==> src/rtl/core/tlfp_pkg.sv <==
package tlfp_pkg;

  // Line layout
  localparam int unsigned NumFields = 5;
  localparam logic [7:0]  Separator = 8'h20;
  localparam logic [31:0] AzMax     = 32'd3600;

  // Field codes
  localparam logic [2:0] FLD_AZIMUTH  = 3'd0;
  localparam logic [2:0] FLD_ACCEL_X  = 3'd1;
  localparam logic [2:0] FLD_ACCEL_Y  = 3'd2;
  localparam logic [2:0] FLD_ACCEL_Z  = 3'd3;
  localparam logic [2:0] FLD_INTERVAL = 3'd4;

  // Status codes
  localparam logic [1:0] ST_STORED   = 2'd0;
  localparam logic [1:0] ST_AZ_RANGE = 2'd1;
  localparam logic [1:0] ST_NO_SEP   = 2'd2;

  // Result queue
  localparam int unsigned QDepth = 4;
  localparam int unsigned QPtrW  = 2;

  // Number scanner phase
  typedef enum logic [3:0] {
    PH_SKIP   = 4'b0001,
    PH_SIGN   = 4'b0010,
    PH_DIGITS = 4'b0100,
    PH_DONE   = 4'b1000
  } phase_t;

  // One result record with a snapshot of the stored values
  typedef struct packed {
    logic [2:0]         field;
    logic signed [31:0] value;
    logic [1:0]         status;
    logic [11:0]        azimuth;
    logic signed [31:0] accel_x;
    logic signed [31:0] accel_y;
    logic signed [31:0] accel_z;
    logic signed [31:0] interval;
    logic               last;
  } result_t;

endpackage

==> src/rtl/core/telemetry_line_field_parser_top.sv <==
// Channel   Direction  Handshake            Payload
// input     in         in_valid / in_ready  text_byte, line_end
// result    out        out_valid/out_ready  event_field .. last_of_run
//
// An accepted byte is held in the input register and, once the queue has room, is
// parsed into a four-entry result queue that offers its results in order.
// One byte per cycle is accepted while the queue has room; a byte that gives two
// results puts both in the queue, which offers one at a time on its single result port.
// Synchronous reset clears the field position, number scanner, stored values and
// the queue. The input stalls while the queue has fewer than two free entries.
module telemetry_line_field_parser_top (
  input  logic               clk,
  input  logic               rst,
  input  logic               in_valid,
  output logic               in_ready,
  input  logic [7:0]         text_byte,
  input  logic               line_end,
  output logic               out_valid,
  input  logic               out_ready,
  output logic [2:0]         event_field,
  output logic signed [31:0] parsed_value,
  output logic [1:0]         event_status,
  output logic [11:0]        azimuth_tenths,
  output logic signed [31:0] accel_x_milli,
  output logic signed [31:0] accel_y_milli,
  output logic signed [31:0] accel_z_milli,
  output logic signed [31:0] interval_ms,
  output logic               last_of_run
);
  import tlfp_pkg::*;

  logic       in_vld;
  logic [7:0] in_byte;
  logic       in_end;
  logic       consume, room;
  result_t    rec0, rec1, out_rec;
  logic [1:0] rec_n, push_n;

  assign consume  = in_vld && room;
  assign in_ready = !in_vld || consume;
  assign push_n   = consume ? rec_n : 2'd0;

  // Hold the request in the input register
  always_ff @(posedge clk) begin
    if (rst) begin
      in_vld <= 1'b0;
    end else if (in_ready) begin
      in_vld <= in_valid;
    end
  end

  always_ff @(posedge clk) begin
    if (in_ready && in_valid) begin
      in_byte <= text_byte;
      in_end  <= line_end;
    end
  end

  tlfp_parse u_parse (
    .clk       (clk),
    .rst       (rst),
    .take      (consume),
    .text_byte (in_byte),
    .line_end  (in_end),
    .rec0      (rec0),
    .rec1      (rec1),
    .rec_n     (rec_n)
  );

  tlfp_queue u_queue (
    .clk       (clk),
    .rst       (rst),
    .push_n    (push_n),
    .push_rec0 (rec0),
    .push_rec1 (rec1),
    .room      (room),
    .out_valid (out_valid),
    .out_ready (out_ready),
    .out_rec   (out_rec)
  );

  // Drive the result fields
  assign event_field    = out_rec.field;
  assign parsed_value   = out_rec.value;
  assign event_status   = out_rec.status;
  assign azimuth_tenths = out_rec.azimuth;
  assign accel_x_milli  = out_rec.accel_x;
  assign accel_y_milli  = out_rec.accel_y;
  assign accel_z_milli  = out_rec.accel_z;
  assign interval_ms    = out_rec.interval;
  assign last_of_run    = out_rec.last;

endmodule

==> src/rtl/core/tlfp_parse.sv <==
module tlfp_parse (
  input  logic              clk,
  input  logic              rst,
  input  logic              take,
  input  logic [7:0]        text_byte,
  input  logic              line_end,
  output tlfp_pkg::result_t rec0,
  output tlfp_pkg::result_t rec1,
  output logic [1:0]        rec_n
);
  import tlfp_pkg::*;

  logic [2:0]  pos, pos_next;
  phase_t      phase, phase_next;
  logic        neg, neg_next;
  logic [31:0] mag, mag_next;
  logic [11:0] az, az_next;
  logic [31:0] ax, ax_next, ay, ay_next, az_acc, az_acc_next, ivl, ivl_next;

  logic        is_digit, is_ws, is_sign;
  logic [31:0] mag_sat, num_val;
  logic [35:0] prod;
  logic        sep_hit, miss;
  logic [1:0]  sep_status;
  logic [2:0]  miss_field;

  // Classify the byte
  assign is_digit = (text_byte >= 8'h30) && (text_byte <= 8'h39);
  assign is_ws    = (text_byte >= 8'h09) && (text_byte <= 8'h0D);
  assign is_sign  = (text_byte == 8'h2B) || (text_byte == 8'h2D);

  // Signed value of the number so far, saturated to 32 bits
  assign mag_sat = (mag > 32'h8000_0000) ? 32'h8000_0000 : mag;
  assign num_val = neg ? (32'd0 - mag_sat)
                       : ((mag > 32'h7FFF_FFFF) ? 32'h7FFF_FFFF : mag);

  // Multiply by ten and add the digit
  assign prod = ({4'd0, mag} << 3) + ({4'd0, mag} << 1)
              + {32'd0, text_byte[3:0]};

  always_comb begin
    pos_next    = pos;
    phase_next  = phase;
    neg_next    = neg;
    mag_next    = mag;
    az_next     = az;
    ax_next     = ax;
    ay_next     = ay;
    az_acc_next = az_acc;
    ivl_next    = ivl;
    sep_hit     = 1'b0;
    sep_status  = ST_STORED;
    miss        = 1'b0;

    if (pos < 3'(NumFields)) begin
      if (text_byte == Separator) begin
        // Close the field and store its value (azimuth only when in range)
        sep_hit = 1'b1;
        case (pos)
          FLD_AZIMUTH: begin
            if (!num_val[31] && (num_val <= AzMax)) begin
              az_next = num_val[11:0];
            end else begin
              sep_status = ST_AZ_RANGE;
            end
          end
          FLD_ACCEL_X: ax_next = num_val;
          FLD_ACCEL_Y: ay_next = num_val;
          FLD_ACCEL_Z: az_acc_next = num_val;
          default:     ivl_next = num_val;
        endcase
        pos_next   = pos + 3'd1;
        phase_next = PH_SKIP;
        neg_next   = 1'b0;
        mag_next   = '0;
      end else begin
        // Advance the number scanner
        case (phase)
          PH_DONE: ;
          default: begin
            if ((phase == PH_SKIP) && is_ws) begin
              phase_next = phase;
            end else if ((phase == PH_SKIP) && is_sign) begin
              neg_next   = (text_byte == 8'h2D);
              phase_next = PH_SIGN;
            end else if (is_digit) begin
              mag_next   = (prod > 36'h0_8000_0000) ? 32'h8000_0000 : prod[31:0];
              phase_next = PH_DIGITS;
            end else begin
              phase_next = PH_DONE;
            end
          end
        endcase
      end
    end

    miss_field = pos_next;

    // Flag the field in progress at line end, then restart
    if (line_end) begin
      miss       = (pos_next < 3'(NumFields));
      pos_next   = '0;
      phase_next = PH_SKIP;
      neg_next   = 1'b0;
      mag_next   = '0;
    end
  end

  // Build the result records
  always_comb begin
    result_t r_sep, r_miss;
    r_sep.field    = pos;
    r_sep.value    = num_val;
    r_sep.status   = sep_status;
    r_sep.azimuth  = az_next;
    r_sep.accel_x  = ax_next;
    r_sep.accel_y  = ay_next;
    r_sep.accel_z  = az_acc_next;
    r_sep.interval = ivl_next;
    r_sep.last     = !miss;
    r_miss         = r_sep;
    r_miss.field   = miss_field;
    r_miss.value   = '0;
    r_miss.status  = ST_NO_SEP;
    r_miss.last    = 1'b1;
    rec0  = sep_hit ? r_sep : r_miss;
    rec1  = r_miss;
    rec_n = {1'b0, sep_hit} + {1'b0, miss};
  end

  // Update the state on each request
  always_ff @(posedge clk) begin
    if (rst) begin
      pos    <= '0;
      phase  <= PH_SKIP;
      neg    <= 1'b0;
      mag    <= '0;
      az     <= '0;
      ax     <= '0;
      ay     <= '0;
      az_acc <= '0;
      ivl    <= '0;
    end else if (take) begin
      pos    <= pos_next;
      phase  <= phase_next;
      neg    <= neg_next;
      mag    <= mag_next;
      az     <= az_next;
      ax     <= ax_next;
      ay     <= ay_next;
      az_acc <= az_acc_next;
      ivl    <= ivl_next;
    end
  end

  a_line_restart: assert property (@(posedge clk) disable iff (rst)
    (take && line_end) |=> (pos == '0))
    else $error("field position not cleared after line end");

  a_pos_bound: assert property (@(posedge clk) disable iff (rst)
    pos <= 3'(NumFields))
    else $error("field position past last field");

  a_pair_order: assert property (@(posedge clk) disable iff (rst)
    (rec_n == 2'd2) |-> (!rec0.last && (rec0.status != ST_NO_SEP) && rec1.last))
    else $error("two results in wrong order");

endmodule

==> src/rtl/core/tlfp_queue.sv <==
module tlfp_queue (
  input  logic              clk,
  input  logic              rst,
  input  logic [1:0]        push_n,
  input  tlfp_pkg::result_t push_rec0,
  input  tlfp_pkg::result_t push_rec1,
  output logic              room,
  output logic              out_valid,
  input  logic              out_ready,
  output tlfp_pkg::result_t out_rec
);
  import tlfp_pkg::*;

  result_t            mem [QDepth];
  logic [QPtrW-1:0]   wr_ptr, rd_ptr;
  logic [QPtrW:0]     count, count_next;
  logic               pop;

  assign pop       = out_valid && out_ready;
  assign out_valid = (count != '0);
  assign out_rec   = mem[rd_ptr];
  assign room      = (count <= (QPtrW+1)'(QDepth - 2));
  assign count_next = count + (QPtrW+1)'(push_n) - (QPtrW+1)'(pop);

  // Write incoming records
  always_ff @(posedge clk) begin
    if (push_n != 2'd0) begin
      mem[wr_ptr] <= push_rec0;
    end
    if (push_n == 2'd2) begin
      mem[wr_ptr + QPtrW'(1)] <= push_rec1;
    end
  end

  // Advance pointers and fill count
  always_ff @(posedge clk) begin
    if (rst) begin
      wr_ptr <= '0;
      rd_ptr <= '0;
      count  <= '0;
    end else begin
      wr_ptr <= wr_ptr + QPtrW'(push_n);
      rd_ptr <= rd_ptr + QPtrW'(pop);
      count  <= count_next;
    end
  end

  a_no_overflow: assert property (@(posedge clk) disable iff (rst)
    count <= (QPtrW+1)'(QDepth))
    else $error("result queue overflow");

  a_push_room: assert property (@(posedge clk) disable iff (rst)
    (push_n != 2'd0) |-> room)
    else $error("push without room");

  a_pop_only: assert property (@(posedge clk) disable iff (rst)
    (pop && (push_n == 2'd0)) |=> (count == $past(count) - 1'b1))
    else $error("fill count wrong after pop");

endmodule

==> config.mk <==
export PLATFORM = sky130hd
export DESIGN_NAME = telemetry_line_field_parser_top
export DESIGN_NICKNAME = d
export VERILOG_FILES = /design/src/rtl/core/tlfp_pkg.sv /design/src/rtl/core/telemetry_line_field_parser_top.sv /design/src/rtl/core/tlfp_parse.sv /design/src/rtl/core/tlfp_queue.sv
export SDC_FILE = /design/constraint.sdc
export NUM_CORES = 2
export LEC_CHECK = 0
export BUFFER_PORTS_ARGS = -buffer_cell sky130_fd_sc_hd__clkbuf_2
export CAP_MARGIN = 20
export CORE_MARGIN = 3
export CORE_UTILIZATION = 40
export CTS_CLUSTER_DIAMETER = 120
export CTS_CLUSTER_SIZE = 20
export DETAILED_ROUTE_END_ITERATION = 6
export SYNTH_ARGS = -nofsm -noshare
export SYNTH_HDL_FRONTEND = slang
export SYNTH_SLANG_ARGS = --single-unit
export TNS_END_PERCENT = 20
==> constraint.sdc <==
create_clock -name clk -period 9.54 [get_ports clk]
set_input_delay 0.477 -clock clk [delete_from_list [all_inputs] [get_ports clk]]
set_output_delay 0.477 -clock clk [all_outputs]
set_load 0.05 [all_outputs]
## After elaboration in Yosys (flattened, before gate mapping)

Memories as Yosys holds them, arrays and structs flattened. A register that Yosys moved wholly into a read port is not among the register bits.
Cells that the tools add are included.
Widths: inputs -> output; s select.

- $add $sub $neg: 10
- Magnitude comparators: 11
- Equality and inequality tests: 12
- Mux-type cells: 57
- Reduce and logical (&&, ||, !) cells: 23

Operator list:

| cell | number |
|---|---|
| $mux 32 | 23 |
| $mux 178 | 1 |
| $mux 12 | 4 |
| $add 35x33->36 | 1 |
| $add 36x4->36 | 1 |
| $gt 36x32->1 const B | 1 |
| $gt 32x31->1 const B | 1 |
| $gt 32x32->1 const B | 1 |
| $le 32x12->1 const B | 1 |
| $sub 1x32->32 const A | 1 |
| $mux 4 | 7 |
| $eq 8x6->1 const B | 3 |
| $mux 1 | 14 |
| $mux 2 | 5 |
| $mux 3 | 3 |
| $ne 3x2->1 const B | 3 |
| $reduce_bool 3->1 | 3 |
| $ge 8x4->1 const B | 1 |
| $ge 8x6->1 const B | 1 |
| $le 8x4->1 const B | 1 |
| $le 8x6->1 const B | 1 |
| $logic_and 1x1->1 | 8 |
| $eq 3x2->1 const B | 2 |
| $lt 3x3->1 const B | 2 |
| other kinds (20) | 24 |

- Bits in registers: 197
- Memory bits (writable): 712
- Input bits: 13
- Output and inout bits: 180
- Logic and storage cells: 129
- Memories: 1

Memories:

| name | depth | width | rd ports | clocked after Yosys merged registers in | write ports | line | source |
|---|---|---|---|---|---|---|---|
| u_queue.mem | 4 | 178 | 1 | 1 | 2 | tlfp_queue.sv:14 | `result_t mem [QDepth];` |

## Logic depth before layout (Yosys ltp)

- Word-level depth: 11
- Mapped depth: 19
- Mapped depth without buffers: 15

## By module

Synthesis repeated with hierarchy kept, for this count alone.

- Cell total of the unflattened synthesis: 3564
- Area total of the unflattened synthesis: 48133.7 µm²

Modules (own cells, without submodules):

| module | times used | cells each | area an instance (µm²) | sequential area each (µm²) |
|---|---|---|---|---|
| tlfp_queue | 1 | 1772 | 34575.7 | 21520.6 |
| tlfp_parse | 1 | 1775 | 13210.2 | 3603.5 |
| telemetry_line_field_parser_top | 1 | 17 | 347.8 | 290.3 |

## Worst setup path after synthesis

Ideal clock, no wire load.

- Kind: reg-to-reg
- Start: reg in_byte[1]
- End: mem u_queue.mem[1][100] (netlist name) (enable)
- Setup time: 0.496 ns
- Arrival time: 5.774 ns
- Data required time: 9.044 ns
- Setup slack: 3.270 ns
- Stages on the path, launching flop included: 13
- Buffers on the path: 2
- Period minus slack after synthesis: 6.270 ns
- Cell sequence: edfxtp_1 nor3_1 nand4_1 nand2b_1 inv_1 clkbuf_1 nor3_1 o31a_1 ha_1 or4_1 and2_0 clkbuf_1 inv_1

RTL lines:

| item | line | source |
|---|---|---|
| start: declaration | telemetry_line_field_parser_top.sv:33 | `logic [7:0] in_byte;` |
| start signal: assignment | telemetry_line_field_parser_top.sv:54 | `in_byte <= text_byte;` |
| end: declaration | tlfp_queue.sv:14 |  |

==> flow_metrics.tcl <==
set metrics [dict create \
    worst_pin_slew_ps 1134 \
    grt_pass1_wl_um 178100 \
    cts_root_buf "sky130_fd_sc_hd__clkbuf_16" \
    cts.reportedPaths.clkPinSlew_ps 90 \
    power_frac_clock_pct 26.3 \
    maxClockFrequency_mhz 152.8 \
    critical_path_class "flop to flop" \
    cellInternalPower_mw 5.979 \
    final_util_pct 44.43 \
    numPortBuffers 192 \
    synth_sequential_area_ratio_pct 59.05 \
    synthSimpleGateAreaFrac_pct 12.99 \
    drc 0 \
    clock_insertion_delay_worst_skew_ps 650 \
    cts_tree "done" \
    placeableCoreArea_um2 100400 \
    postRouteAntennaNets 0 \
    reg2reg_setup_slack_ps 3000 \
    grt_max_degree 121 \
    seq_power_share_pct 48.7 \
    detail_route.first_pass.iterations 5 \
    unrepaired_setup_endpoints_after_global_routing "no" \
    arrival_ps 6900 \
    p_leak_nw 14.92 \
    place_hpwl_um 72740 \
    clk_path_buf_depth 3 \
    fp.dieH_um 324.8 \
    swShare_pct 33.32 \
    total_switching_power_mw 2.988 \
    synth_cells 3455 \
    max_cap_violations 0 \
    multi_input_comb_area_um2 15670 \
    drtIter0Drc 2816 \
    synth_xor_area_share_pct 0.6893 \
    clock_skew_ps 49.20 \
    num-fill-cells 9402 \
    cts-buffers-inserted 51 \
    synth-edff-count 581 \
    fin_nets 3610 \
    rows 116 \
    finalSetupTns_ps 0 \
    synth_top_family_by_area "simple AND/OR/NAND/NOR gates" \
    synth_fp_nets 3546 \
    layout_overhead_on_the_synthesized_area_pct 9.742 \
    maximum_resistive_drop_on_vdd_mv 0.1710 \
    synth_cell_type_count 83 \
    dp.cells 4814 \
    powerDensity_nw_per_um2 200.9 \
    pwr-share-comb_pct 25.1 \
    holdCritPathClass "primary input to flop" \
    grt_util_all_layers_pct 22.00 \
    grt_antenna_before_repair 5 \
    ys_ff_latch 909 \
    n_antenna_cell 0 \
    worst_hold_slack_ps 34.81 \
    place_ws_ps 3005 \
    h-tree-depth 2 \
    asyncSetResetFlopFracSynth_pct 0 \
    initial_utilization_pct 40.49 \
    drive_gt1_share_pct 15.64 \
    finalSetupViolCount 0 \
    avgSynthCellArea_um2 11.77 \
    wl_per_cell_um 24.07 \
    post-route-cell-area_um2 44620 \
    status "finished, final reports clean" \
    fin_ws_ps 2997 \
    routed-via-count 27910 \
    worst_slew_margin_rel_pct 23.80 \
    final-hold-violation-count 0 \
    overflow 0 \
    cp-end-kind "flop" \
    dieArea_um2 105500 \
    timing.final.crit_share_pct 68.59 \
    muxShareOfSynthArea_pct 12.20 \
    finish.cell_count_without_fillers 4918 \
    detail_routed_via_count_per_cell 5.675 \
    die_w_um 324.8 \
    crit_path_start_kind "flop" \
    synth_compound_gate_area_share_pct 9.917 \
    totalWireLength_um 118400 \
    synth_flop_cell "sky130_fd_sc_hd__edfxtp_1" \
    design_power_total_mw 8.967 \
    mappedNetlistArea_um2 40660 \
    synth-adder-area-share_pct 2.455 \
    synth-warning-count 0 \
    postPlaceCellArea_um2 43000 \
    clkSinkCount 909 \
    required_time_at_the_worst_slack_endpoint_ps 9890 \
    cp_max_fo 65 \
    register_area_um2 24020 \
    fin_crit_ps 6543 \
    ioPinCount 193 \
    weighted_congestion_at_the_end_of_routability_driven_global_placement 0.8884 \
    first_global_vias 27080 \
    count_of_pins_over_their_slew_limit 0 \
]
==> sequential cells by signal, indices dropped and copies added (netlist names) <==
| name | count |
|---|---|
| in_byte | 8 |
| in_end | 1 |
| in_vld | 1 |
| u_parse.ax | 32 |
| u_parse.ay | 32 |
| u_parse.az | 12 |
| u_parse.az_acc | 32 |
| u_parse.ivl | 32 |
| u_parse.mag | 32 |
| u_parse.neg | 1 |
| u_parse.phase | 4 |
| u_parse.pos | 3 |
| u_queue.count | 3 |
| u_queue.mem | 712 |
| u_queue.rd_ptr | 2 |
| u_queue.wr_ptr | 2 |
==> power groups by stage <==
| stage | sequential (mW) | combinational, mW | clock, mW |
|---|---|---|---|
| after global placement | 4.46 | 2.28 | 0 |
| after detailed placement | 4.46 | 2.29 | 0 |
| after global routing | 4.39 | 2.37 | 2.53 |
| final | 4.37 | 2.25 | 2.36 |
| after floorplan | 4.39 | 1.77 | 0 |
| after CTS | 4.37 | 2.29 | 2.40 |
==> cell families (layout without fill, tap and decap cells) <==
family / Yosys count / in the layout
xor gates and xnor gates: 32 / 32
DFF: 909 / 909
muxes: 273 / 273
buffers and inverters: 285 / 391
adders and majority gates: 78 / 78
and+or+nand+nor: 1274 / 1274
AOI/OAI and AO/OA: 604 / 604
==> synthesized netlist by cell type, types with 9 or more instances <==
library cell | count | area share, %
sky130_fd_sc_hd__edfxtp_1 | 581 | 43
sky130_fd_sc_hd__or2_2 | 11 | 0.17
sky130_fd_sc_hd__nor2b_1 | 11 | 0.17
sky130_fd_sc_hd__nand2_1 | 232 | 2.1
sky130_fd_sc_hd__buf_1 | 30 | 0.28
sky130_fd_sc_hd__o21ai_1 | 29 | 0.36
sky130_fd_sc_hd__nor4_1 | 15 | 0.23
sky130_fd_sc_hd__clkbuf_1 | 217 | 2.0
sky130_fd_sc_hd__dfxtp_1 | 328 | 16
sky130_fd_sc_hd__a211oi_1 | 95 | 1.8
sky130_fd_sc_hd__or3_1 | 16 | 0.25
sky130_fd_sc_hd__xor2_1 | 11 | 0.24
sky130_fd_sc_hd__ha_1 | 75 | 2.3
sky130_fd_sc_hd__inv_1 | 29 | 0.27
sky130_fd_sc_hd__or4_1 | 14 | 0.26
sky130_fd_sc_hd__nor3_1 | 37 | 0.46
sky130_fd_sc_hd__xnor2_1 | 21 | 0.45
sky130_fd_sc_hd__a22o_1 | 79 | 1.7
sky130_fd_sc_hd__mux4_2 | 178 | 9.9
sky130_fd_sc_hd__nand3_1 | 17 | 0.21
sky130_fd_sc_hd__o22ai_1 | 14 | 0.22
sky130_fd_sc_hd__mux2i_1 | 95 | 2.3
sky130_fd_sc_hd__nand4_1 | 13 | 0.20
sky130_fd_sc_hd__a21oi_1 | 150 | 1.8
sky130_fd_sc_hd__a31oi_1 | 10 | 0.15
sky130_fd_sc_hd__a21o_1 | 14 | 0.26
sky130_fd_sc_hd__and2_1 | 10 | 0.15
sky130_fd_sc_hd__o22a_1 | 9 | 0.19
sky130_fd_sc_hd__nand2b_1 | 14 | 0.22
sky130_fd_sc_hd__nor2_1 | 856 | 7.9
sky130_fd_sc_hd__o21ai_0 | 108 | 1.3
==> layer usage <==
layer  vias up  GRT usage [%]  wire length [um]
met2       955          36.29             56240
met1     14060          30.79             51410
li1      12770              -                 -
met3       125          3.564              8212
met5         -              0                 0
met4         0          4.626              2534
==> critical path, stage by stage (launching register included) <==
cell and delay (ps):
sky130_fd_sc_hd__edfxtp_1 480, sky130_fd_sc_hd__nor3_1 270, sky130_fd_sc_hd__nand4_1 370, sky130_fd_sc_hd__nand2b_1 500
sky130_fd_sc_hd__inv_1 660, sky130_fd_sc_hd__nor3_1 90, sky130_fd_sc_hd__o31a_1 300, sky130_fd_sc_hd__ha_1 340
sky130_fd_sc_hd__o21ai_1 360, sky130_fd_sc_hd__or2_2 340, sky130_fd_sc_hd__and2_4 670, sky130_fd_sc_hd__buf_4 830
sky130_fd_sc_hd__buf_4 880, sky130_fd_sc_hd__nor2_1 90
==> repair_timing <==
action | 4_1_cts | 5_1_grt
gates resized for setup | 0 | 0
hold buffers | 7 | 0
setup buffers | 0 | 0
endpoints found under the hold margin | 7 | 0
==> path summary, 6_finish.rpt <==
check | start | endpoint | depth (start not counted)
min | text_byte[0] | in_byte[0]$_DFFE_PP_ | 1
max | in_byte[1]$_DFFE_PP_ | u_queue.mem[3][15]$_DFFE_PP_ | 13
min reg2reg | u_parse.az_acc[24]$_SDFFE_PP0P_ | u_parse.az_acc[24]$_SDFFE_PP0P_ | 2
max reg2reg | in_byte[1]$_DFFE_PP_ | u_queue.mem[3][15]$_DFFE_PP_ | 13
==> cells in the final DEF, fill, tap and decap left out, drive strengths merged, types with 9 or more instances in the layout <==
cell type and instances:
o22ai 14, or2 11, nor4 18, a21oi 150, ha 75, xnor2 21, nor3 38, a211oi 98
a31oi 11, or3 16, mux2i 95, edfxtp 581, mux4 178, clkbuf 283, a21o 14, a22o 79
or4 15, nor2b 11, xor2 11, nand3 18, o22a 9, and2 15, dfxtp 328, nand2 232
nand2b 14, o21ai 137, nand4 14, inv 31, buf 68, nor2 857
==> final cells by class <==
type                            instances  share of cell area, %
Tap cell                             1357                  3.805
Multi-Input combinational cell       2261                  35.10
Clock buffer                           92                  3.252
Inverter                               30                 0.2972
Timing Repair Buffer                  266                  3.561
Sequential cell                       909                  53.83
Clock inverter                          3                 0.1486
Power figures use the tool's default switching activity.
